--- src/rtl/sync_framed_command_parser_assert.svh ---
// ----------------------------------------------------------------------------
// Assertion macros for the sync framed command parser
// Immediate-implication and next-cycle-implication checks on clk / arst_n.
// ----------------------------------------------------------------------------
`ifndef SYNC_FRAMED_COMMAND_PARSER_ASSERT_SVH
`define SYNC_FRAMED_COMMAND_PARSER_ASSERT_SVH

`ifndef SYNTHESIS

// ante |-> cons in the same cycle
`define SFCP_ASSERT_IMP(label, ante, cons) \
	label: assert property (@(posedge clk) disable iff (!arst_n) (ante) |-> (cons)) \
		else $error("sfcp assertion failed");

// ante |=> cons in the next cycle
`define SFCP_ASSERT_NXT(label, ante, cons) \
	label: assert property (@(posedge clk) disable iff (!arst_n) (ante) |=> (cons)) \
		else $error("sfcp assertion failed");

`else

`define SFCP_ASSERT_IMP(label, ante, cons)
`define SFCP_ASSERT_NXT(label, ante, cons)

`endif

`endif

--- src/rtl/sfcp_pkg.sv ---
// ----------------------------------------------------------------------------
// sfcp_pkg
// Types, codes and constants shared by the sync framed command parser.
// ----------------------------------------------------------------------------
`default_nettype none

package sfcp_pkg;

	localparam int unsigned PAYLOAD_STORE_DEF = 128;

	localparam int unsigned SYNC_LEN   = 4;
	localparam int unsigned SYNC_IDX_W = 2;
	localparam logic [SYNC_IDX_W-1:0] SYNC_LAST = SYNC_IDX_W'(SYNC_LEN - 1);

	localparam logic [7:0] SYNC_B0 = 8'hAA;
	localparam logic [7:0] SYNC_B1 = 8'hFF;
	localparam logic [7:0] SYNC_B2 = 8'h55;
	localparam logic [7:0] SYNC_B3 = 8'h00;

	// Command codes lie strictly between these bounds
	localparam logic [7:0] CMD_LO = 8'h80;
	localparam logic [7:0] CMD_HI = 8'h90;

	localparam logic KIND_BYTE   = 1'b0;
	localparam logic KIND_RESYNC = 1'b1;

	localparam logic [7:0] LEN_SAT = 8'hFF;

	typedef enum logic [1:0] {
		PH_HUNT,
		PH_WAIT_CMD,
		PH_LENGTH,
		PH_PAYLOAD
	} phase_t;

	typedef struct packed {
		logic       kind;
		logic [7:0] byte_value;
	} item_t;

	typedef struct packed {
		logic [7:0]  frame_command;
		logic [7:0]  payload_byte;
		logic [15:0] byte_index;
		logic        byte_kept;
		logic        frame_end;
		logic [7:0]  frame_length;
	} result_t;

	function automatic logic [7:0] sync_byte(input logic [SYNC_IDX_W-1:0] idx);
		logic [7:0] b;
		case (idx)
			2'd0: b = SYNC_B0;
			2'd1: b = SYNC_B1;
			2'd2: b = SYNC_B2;
			default: b = SYNC_B3;
		endcase
		return b;
	endfunction

endpackage

`default_nettype wire

--- src/rtl/sfcp_link_if.sv ---
// ----------------------------------------------------------------------------
// sfcp_link_if
// Input channel: received link bytes and resync requests.
// ----------------------------------------------------------------------------
`default_nettype none

interface sfcp_link_if;
	logic       valid;
	logic       ready;
	logic       kind;
	logic [7:0] byte_value;

	modport source (output valid, output kind, output byte_value, input ready);
	modport sink (input valid, input kind, input byte_value, output ready);
endinterface

`default_nettype wire

--- src/rtl/sfcp_frame_if.sv ---
// ----------------------------------------------------------------------------
// sfcp_frame_if
// Output channel: one beat per payload byte with frame information.
// ----------------------------------------------------------------------------
`default_nettype none

interface sfcp_frame_if;
	logic        valid;
	logic        ready;
	logic [7:0]  frame_command;
	logic [7:0]  payload_byte;
	logic [15:0] byte_index;
	logic        byte_kept;
	logic        frame_end;
	logic [7:0]  frame_length;

	modport source (output valid, output frame_command, output payload_byte,
		output byte_index, output byte_kept, output frame_end, output frame_length,
		input ready);
	modport sink (input valid, input frame_command, input payload_byte,
		input byte_index, input byte_kept, input frame_end, input frame_length,
		output ready);
endinterface

`default_nettype wire

--- src/rtl/sfcp_in_reg.sv ---
// ----------------------------------------------------------------------------
// sfcp_in_reg
// Input register stage: holds one accepted beat until the parser takes it.
// ----------------------------------------------------------------------------
`default_nettype none

module sfcp_in_reg (
	input  wire logic           clk,
	input  wire logic           arst_n,
	input  wire logic           in_valid,
	input  wire sfcp_pkg::item_t in_item,
	output logic                in_ready,
	input  wire logic           take,
	output logic                valid_s1,
	output sfcp_pkg::item_t     item_s1
);
	import sfcp_pkg::*;

	assign in_ready = !valid_s1 || take;

	always_ff @(posedge clk or negedge arst_n) begin
		if (!arst_n) begin
			valid_s1 <= 1'b0;
		end else if (in_ready) begin
			valid_s1 <= in_valid;
		end
	end

	always_ff @(posedge clk) begin
		if (in_ready && in_valid) begin
			item_s1 <= in_item;
		end
	end

endmodule

`default_nettype wire

--- src/rtl/sfcp_core.sv ---
// ----------------------------------------------------------------------------
// sfcp_core
// Frame parser state: sync hunt, command, length and payload tracking.
// ----------------------------------------------------------------------------
`default_nettype none

`include "sync_framed_command_parser_assert.svh"

module sfcp_core #(
	parameter int unsigned PAYLOAD_STORE = sfcp_pkg::PAYLOAD_STORE_DEF
) (
	input  wire logic       clk,
	input  wire logic       arst_n,
	input  wire logic       fire,
	input  wire sfcp_pkg::item_t item,
	output logic            res_valid,
	output sfcp_pkg::result_t res
);
	import sfcp_pkg::*;

	localparam logic [16:0] STORE_LIM = 17'(PAYLOAD_STORE);
	localparam logic [7:0]  LEN_CLIP  = (PAYLOAD_STORE > 255) ? LEN_SAT : 8'(PAYLOAD_STORE);

	phase_t                phase_q, phase_d;
	logic [SYNC_IDX_W-1:0] sync_q;
	logic [7:0]            cmd_q;
	logic [7:0]            len_lo_q;
	logic                  len_seen_q;
	logic [15:0]           ann_q;
	logic [15:0]           cnt_q;

	logic        is_resync;
	logic        sync_hit;
	logic        cmd_ok;
	logic [16:0] next_idx;
	logic        last;

	assign is_resync = (item.kind == KIND_RESYNC);
	assign sync_hit  = (item.byte_value == sync_byte(sync_q));
	assign cmd_ok    = (item.byte_value > CMD_LO) && (item.byte_value < CMD_HI);
	assign next_idx  = {1'b0, cnt_q} + 17'd1;
	assign last      = (next_idx >= {1'b0, ann_q});

	// next state
	always_comb begin
		phase_d = phase_q;
		if (fire) begin
			if (is_resync) begin
				phase_d = PH_HUNT;
			end else begin
				case (phase_q)
					PH_HUNT: begin
						if (sync_hit && sync_q == SYNC_LAST) phase_d = PH_WAIT_CMD;
					end
					PH_WAIT_CMD: begin
						if (cmd_ok) phase_d = PH_LENGTH;
					end
					PH_LENGTH: begin
						if (len_seen_q) phase_d = PH_PAYLOAD;
					end
					PH_PAYLOAD: begin
						if (last) phase_d = PH_WAIT_CMD;
					end
					default: phase_d = PH_HUNT;
				endcase
			end
		end
	end

	// outputs
	always_comb begin
		res_valid         = fire && !is_resync && (phase_q == PH_PAYLOAD);
		res.frame_command = cmd_q;
		res.payload_byte  = item.byte_value;
		res.byte_index    = cnt_q;
		res.byte_kept     = ({1'b0, cnt_q} < STORE_LIM);
		res.frame_end     = last;
		res.frame_length  = 8'd0;
		if (last) begin
			res.frame_length = ({1'b0, ann_q} > {9'd0, LEN_CLIP}) ? LEN_CLIP : ann_q[7:0];
		end
	end

	always_ff @(posedge clk or negedge arst_n) begin
		if (!arst_n) begin
			phase_q    <= PH_HUNT;
			sync_q     <= '0;
			cmd_q      <= '0;
			len_lo_q   <= '0;
			len_seen_q <= 1'b0;
			ann_q      <= '0;
			cnt_q      <= '0;
		end else begin
			phase_q <= phase_d;
			if (fire) begin
				if (is_resync) begin
					sync_q <= '0;
				end else begin
					case (phase_q)
						PH_HUNT: begin
							// a mismatch restarts the pattern without rechecking this byte
							sync_q <= sync_hit ? sync_q + 1'b1 : '0;
							if (sync_hit && sync_q == SYNC_LAST) cmd_q <= '0;
						end
						PH_WAIT_CMD: begin
							if (cmd_ok) begin
								cmd_q      <= item.byte_value;
								len_seen_q <= 1'b0;
							end
						end
						PH_LENGTH: begin
							if (!len_seen_q) begin
								len_lo_q   <= item.byte_value;
								len_seen_q <= 1'b1;
							end else begin
								ann_q      <= {item.byte_value, len_lo_q};
								len_seen_q <= 1'b0;
								cnt_q      <= '0;
							end
						end
						PH_PAYLOAD: begin
							if (last) begin
								cmd_q <= '0;
								cnt_q <= '0;
							end else begin
								cnt_q <= next_idx[15:0];
							end
						end
						default: sync_q <= '0;
					endcase
				end
			end
		end
	end

	`SFCP_ASSERT_NXT(a_resync_to_hunt, fire && is_resync, (phase_q == PH_HUNT) && (sync_q == '0))
	`SFCP_ASSERT_NXT(a_end_to_wait, res_valid && res.frame_end, phase_q == PH_WAIT_CMD)
	`SFCP_ASSERT_IMP(a_cnt_in_frame, phase_q == PH_PAYLOAD, (cnt_q < ann_q) || (cnt_q == 16'd0))

endmodule

`default_nettype wire

--- src/rtl/sfcp_out_reg.sv ---
// ----------------------------------------------------------------------------
// sfcp_out_reg
// Result register: holds one beat until the sink takes it.
// ----------------------------------------------------------------------------
`default_nettype none

module sfcp_out_reg (
	input  wire logic          clk,
	input  wire logic          arst_n,
	input  wire logic          load,
	input  wire sfcp_pkg::result_t load_data,
	output logic               can_load,
	output logic               out_valid,
	input  wire logic          out_ready,
	output sfcp_pkg::result_t  out_data
);
	import sfcp_pkg::*;

	logic valid_q;

	assign can_load  = !valid_q || out_ready;
	assign out_valid = valid_q;

	always_ff @(posedge clk or negedge arst_n) begin
		if (!arst_n) begin
			valid_q <= 1'b0;
		end else if (can_load) begin
			valid_q <= load;
		end
	end

	always_ff @(posedge clk) begin
		if (load && can_load) begin
			out_data <= load_data;
		end
	end

endmodule

`default_nettype wire

--- src/rtl/sync_framed_command_parser.sv ---
// ----------------------------------------------------------------------------
// sync_framed_command_parser
// Hunts for the AA FF 55 00 sync word, then parses command, length and payload.
// ----------------------------------------------------------------------------
//  channel | dir | payload                                      | beats
//  link    | in  | kind, byte_value                              | one per byte/resync
//  frame   | out | frame_command, payload_byte, byte_index,      | one per payload byte
//          |     | byte_kept, frame_end, frame_length            |
//
// One beat per cycle sustained: a beat is held in the input register, is parsed
// there and any result lands in the result register, from which it is offered
// on frame. The parser advances only when the result register is free or being
// emptied, so a stalled sink backs up to link.
// Reset returns the parser to sync hunt with all counters cleared.
// ----------------------------------------------------------------------------
`default_nettype none

`include "sync_framed_command_parser_assert.svh"

module sync_framed_command_parser #(
	parameter int unsigned PAYLOAD_STORE = sfcp_pkg::PAYLOAD_STORE_DEF
) (
	input wire logic  clk,
	input wire logic  arst_n,
	sfcp_link_if.sink link,
	sfcp_frame_if.source frame
);
	import sfcp_pkg::*;

	item_t   in_item;
	item_t   item_s1;
	logic    valid_s1;
	logic    advance;
	logic    can_load;
	logic    res_valid;
	result_t res;
	result_t out_data;

	assign in_item.kind       = link.kind;
	assign in_item.byte_value = link.byte_value;

	assign advance = valid_s1 && can_load;

	sfcp_in_reg u_in_reg (
		.clk      (clk),
		.arst_n   (arst_n),
		.in_valid (link.valid),
		.in_item  (in_item),
		.in_ready (link.ready),
		.take     (advance),
		.valid_s1 (valid_s1),
		.item_s1  (item_s1)
	);

	sfcp_core #(
		.PAYLOAD_STORE (PAYLOAD_STORE)
	) u_core (
		.clk       (clk),
		.arst_n    (arst_n),
		.fire      (advance),
		.item      (item_s1),
		.res_valid (res_valid),
		.res       (res)
	);

	sfcp_out_reg u_out_reg (
		.clk       (clk),
		.arst_n    (arst_n),
		.load      (res_valid),
		.load_data (res),
		.can_load  (can_load),
		.out_valid (frame.valid),
		.out_ready (frame.ready),
		.out_data  (out_data)
	);

	assign frame.frame_command = out_data.frame_command;
	assign frame.payload_byte  = out_data.payload_byte;
	assign frame.byte_index    = out_data.byte_index;
	assign frame.byte_kept     = out_data.byte_kept;
	assign frame.frame_end     = out_data.frame_end;
	assign frame.frame_length  = out_data.frame_length;

	`SFCP_ASSERT_IMP(a_no_overwrite, frame.valid && !frame.ready, !(advance && res_valid))
	`SFCP_ASSERT_IMP(a_empty_stage_ready, !valid_s1, link.ready)

endmodule

`default_nettype wire
--- src/flat_wrapper.sv ---
// flat-port wrapper written by rule: the top's interface ports become plain ports
module sync_framed_command_parser_flat import sfcp_pkg::*;
#(
	parameter int unsigned PAYLOAD_STORE = sfcp_pkg::PAYLOAD_STORE_DEF
)
  (clk, arst_n, link_valid, link_kind, link_byte_value, link_ready, frame_valid, frame_frame_command, frame_payload_byte, frame_byte_index, frame_byte_kept, frame_frame_end, frame_frame_length, frame_ready);
  sfcp_link_if link_i ();
  sfcp_frame_if frame_i ();
  input wire logic clk;
  input wire logic arst_n;
  input wire logic [$bits(link_i.valid)-1:0] link_valid;
  input wire logic [$bits(link_i.kind)-1:0] link_kind;
  input wire logic [$bits(link_i.byte_value)-1:0] link_byte_value;
  output wire logic [$bits(link_i.ready)-1:0] link_ready;
  output wire logic [$bits(frame_i.valid)-1:0] frame_valid;
  output wire logic [$bits(frame_i.frame_command)-1:0] frame_frame_command;
  output wire logic [$bits(frame_i.payload_byte)-1:0] frame_payload_byte;
  output wire logic [$bits(frame_i.byte_index)-1:0] frame_byte_index;
  output wire logic [$bits(frame_i.byte_kept)-1:0] frame_byte_kept;
  output wire logic [$bits(frame_i.frame_end)-1:0] frame_frame_end;
  output wire logic [$bits(frame_i.frame_length)-1:0] frame_frame_length;
  input wire logic [$bits(frame_i.ready)-1:0] frame_ready;
  assign link_i.valid = link_valid;
  assign link_i.kind = link_kind;
  assign link_i.byte_value = link_byte_value;
  assign link_ready = link_i.ready;
  assign frame_valid = frame_i.valid;
  assign frame_frame_command = frame_i.frame_command;
  assign frame_payload_byte = frame_i.payload_byte;
  assign frame_byte_index = frame_i.byte_index;
  assign frame_byte_kept = frame_i.byte_kept;
  assign frame_frame_end = frame_i.frame_end;
  assign frame_frame_length = frame_i.frame_length;
  assign frame_i.ready = frame_ready;
  sync_framed_command_parser #(.PAYLOAD_STORE(PAYLOAD_STORE)) u_core (.clk(clk), .arst_n(arst_n), .link(link_i), .frame(frame_i));
endmodule
--- config.mk ---
export PLATFORM = sky130hd
export DESIGN_NAME = sync_framed_command_parser_flat
export DESIGN_NICKNAME = d
export VERILOG_FILES = /design/src/rtl/sfcp_pkg.sv /design/src/rtl/sfcp_link_if.sv /design/src/rtl/sfcp_frame_if.sv /design/src/rtl/sfcp_in_reg.sv /design/src/rtl/sfcp_core.sv /design/src/rtl/sfcp_out_reg.sv /design/src/rtl/sync_framed_command_parser.sv /design/src/flat_wrapper.sv
export VERILOG_INCLUDE_DIRS = /design/src /design/src/rtl
export SDC_FILE = /design/constraint.sdc
export NUM_CORES = 1
export LEC_CHECK = 0
export BUFFER_PORTS_ARGS = -buffer_cell sky130_fd_sc_hd__buf_2
export CAP_MARGIN = 10
export CORE_UTILIZATION = 40
export DETAILED_ROUTE_END_ITERATION = 10
export GPL_ROUTABILITY_DRIVEN = 1
export SLEW_MARGIN = 30
export SYNTH_ARGS = -nofsm -noshare
export SYNTH_HDL_FRONTEND = slang
export SYNTH_SLANG_ARGS = --single-unit
--- constraint.sdc ---
create_clock -name clk -period 6.45 [get_ports clk]
set_clock_uncertainty 0.05 [all_clocks]
set_input_delay 0.3225 -clock clk [delete_from_list [all_inputs] [get_ports clk]]
set_output_delay 0.3225 -clock clk [all_outputs]
set_load 0.02 [all_outputs]
==> metrics.md <==
| Metric | Value |
|---|---|
| Number of antenna violations at the first check in global routing | `0` |
| Post-route cell area | `0.00556 mm2` |
| Mapped Area | `0.00485 mm2` |
| Synth Area in Adders | `0.0645` |
| Cts bufs inserted | `9` |
| Pre-CTS setup slack | `2.53 ns` |
| Die width | `112 um` |
| Final slew viol count | `0` |
| Period minus WS final | `3.98 ns` |
| CTS max path bufs | `2` |
| Distinct cell type count after synthesis | `60` |
| Compound-Gate Fraction of Synth Area | `0.0794` |
| Period utilisation layout | `0.617` |
| Setup Fix Bufs, Post-CTS | `0` |
| Setup violators final | `0` |
| Final core occ | `0.479` |
| Vias per cell | `5.21` |
| IO Pins | `57` |
| Worst hold-check path type | `primary input to async pin` |
| Setup ws final | `2.47 ns` |
| Average wire per standard cell | `15.4 um` |
| Yosys warns | `0` |
| Hold-fix buffers at CTS | `0` |
| Total grt overflow | `0` |
| Max Cap Violations | `0` |
| Hpwl dp | `6640 um` |
| Crit. End Element | `flip-flop` |
| Synth Area in XOR/XNOR | `0.0235` |
| Buffers on Ports | `56` |
| Slowest CP cell | `and3_1` |
| R2R cell count | `12` |
| Total track usage | `0.161` |
| Most common cell after layout, fill and taps aside | `buf_2` |
| Peak supply drop | `115 uV` |
| Post-synth EDFFs | `51` |
| Yosys top cell by area | `edfxtp_1` |
| Antenna Diode Count | `0` |
| First-pass GRT wire length | `15700 um` |
| Fin nets | `497` |
| Simple-gate portion of the synthesized area | `0.160` |
| Failing checks | `DRC` |
| R2r startpoint | `u_core.u_core.cnt_q[0]` |
| Hold Vio Cnt, Final | `0` |
| Top_reg_cell synth | `dfrtp_1` |
| DR vias | `3161` |
| Clk slew on worst S/H paths | `0.08 ns` |
| Worst Setup Start Kind | `flip-flop` |
| Slew margin rel. | `0.531` |
| Slowest stage delay, CP | `0.62 ns` |
| Fmax | `0.251 GHz` |
| Number of global-route vias before repair | `3135` |
| Crit-path most repeated cell | `and3_1` |
| Share of the synthesized area in the top cell type | `0.316` |
| Core ar. | `0.0116 mm2` |
| Die H | `112 um` |
| Synthesized flop and latch total | `106` |
| Total power | `0.00127 W` |
| Synth area leaders | `edfxtp_1 (32%), dfrtp_1 (28%), ha_1 (6.4%)` |
| Mux cell area share after synthesis | `0.0356` |
| Post-synth ARST share | `0.519` |
| Fraction of layout cells with a size suffix above 1 | `0.218` |
| CTS tree | `built` |
| Cts repair resizes | `0` |
| Clock root buffer master | `clkbuf_16` |
| Synth Instances | `400` |
| Clk Latency, worst-skew pair | `0.35 ns` |
| Critical path, cell by cell | `ha_1 > nand4_4 > nor3_4 > and3_1 > nand3_1 > xnor2_1 > ha_1 > and3_1 > a221oi_1 > and3_1 > nand2_1 > o2bb2ai_1` |
| Critical path type | `flip-flop to flip-flop` |
| Flop2flop setup slack | `2.47 ns` |
| Placer Congestion | `0.798` |
| Final ANT Viol Nets | `0` |
| Dpl cell area | `0.00527 mm2` |
| Worst-path fanout max | `14` |
| First DRT Iteration DRCs | `198` |
| Worst-margin pin slew | `0.704 ns` |
| Area growth from synthesis to layout | `14.7%` |
| FP Rows | `39` |
| Total Routed Length | `9350 um` |
| Fin Setup TNS | `0 ns` |
| DR DRC count | `4` |
| Clock Sinks | `106` |
| Delay-heaviest family, CP | `simple AND/OR/NAND/NOR gates` |
| Number of buffers and inverters on the critical path | `0` |
| Drt first pass iters | `8` |
| Post-synthesis average cell area | `12.1 um2` |
| Critical Path RT | `6.67 ns` |
| Leakage | `2.64 nW` |
| Sequential fraction of the synthesis area | `0.599` |
| CTS H-tree depth | `3` |
| Status | `finished, violations left` |
| Worst path depth | `12` |
| Net count after synthesis | `438` |
| Crit path DAT | `4.20 ns` |
| Pwr dens | `229 mW/mm2` |
| Most frequent cells in the layout | `buf_2 (56), nand2_1 (55), dfrtp_1 (55)` |
| Unrepaired setup endpoints after global routing | `false` |
| Largest net degree at the start of global routing | `56` |
| Largest family of logic cells by synthesized area | `simple AND/OR/NAND/NOR gates` |
| Die area | `0.0126 mm2` |
| Reg-to-reg critical path endpoint | `u_core.u_core.cnt_q[2]` |
| Initial Utilization | `0.418` |
[cell usage after synthesis, types with 2 or more instances]
master / count
a21oi_1: 8
a221o_1: 2
a32o_1: 3
and2_1: 6
and3_1: 14
buf_6: 3
clkbuf_1: 5
dfrtp_1: 55
edfxtp_1: 51
ha_1: 25
inv_1: 31
mux2_2: 10
mux2i_1: 6
nand2_1: 55
nand2b_1: 4
nand3_1: 18
nand3_2: 2
nand4_1: 4
nor2_1: 9
nor3_1: 3
nor4_1: 8
o21ai_0: 25
o21ai_1: 2
o22ai_1: 2
o2bb2ai_1: 3
xnor2_1: 6
xor2_1: 7
[stage by stage]
step	hold slack (ns)	instances
after floorplan	-0.0231	400
after global placement	0.377	591
after detailed placement	0.374	591
after CTS	0.0812	607
after global routing	0.0792	607
final	0.0418	607
[worst max-delay path by stage]
stage                           start                        to  slack [ns]
2_1_floorplan  u_core.u_core.cnt_q[0]  u_core.u_core.phase_q[0]        3.15
3_3_place_gp   u_core.u_core.cnt_q[0]   u_core.u_core.cnt_q[11]        2.72
3_5_place_dp   u_core.u_core.cnt_q[0]   u_core.u_core.cnt_q[11]        2.53
4_1_cts        u_core.u_core.cnt_q[0]    u_core.u_core.cnt_q[2]        2.50
5_1_grt        u_core.u_core.cnt_q[0]    u_core.u_core.cnt_q[0]        2.09
6_report       u_core.u_core.cnt_q[0]    u_core.u_core.cnt_q[2]        2.47
[cells by family after synthesis]
kind of cell             Yosys count
AND/OR/NAND/NOR                  140
XOR/XNOR                          13
adder cells (fa/ha/maj)           25
flip-flops                       106
buffers and inverters             41
multiplexers                      16
AO/OA/AOI/OAI                     59
[worst register-to-register path: cells and delay by family, from the launching register on]
kind,cells,cell delay (ns)
AO/OA/AOI/OAI,2,0.67
XOR/XNOR,1,0.21
adder cells (fa/ha/maj),2,0.61
flip-flops,1,0.45
AND/OR/NAND/NOR,7,1.90
[layout make-up]
class                      instances  area (um2)
clock buffer                       9         225
clock inverter                     7        70.1
fill                            1064        6050
inverter                          31         116
multi-input combinational        253        1770
sequential                       106        2910
tap                              143         179
timing repair buffer              58         295
[report_power, final]
group	switching (W)	internal [W]	total (W)
Sequential	0.00000967	0.000711	0.000721
Clock	0.000265	0.000272	0.000537
Combinational	0.0000113	0.00000590	0.0000172
[layer usage]
metal	wire [um]	global-route usage	up-vias
li1	-	-	1555
met1	4360	0.212	1528
met2	4410	0.255	62
met3	380	0.0394	16
met4	210	0.0702	0
met5	0	0	-
[flip-flops by register name, summed over array words and instances (netlist names)]
register and count:
u_core.u_in_reg.valid_s1 1, u_core.u_core.cnt_q 16, u_core.u_core.ann_q 16, u_core.u_out_reg.out_data 42
u_core.u_core.sync_q 2, u_core.u_core.len_lo_q 8, u_core.u_core.cmd_q 8, u_core.u_core.len_seen_q 1
u_core.u_core.phase_q 2, u_core.u_out_reg.out_valid 1, u_core.u_in_reg.item_s1 9
(Power assumes the default switching activity.)
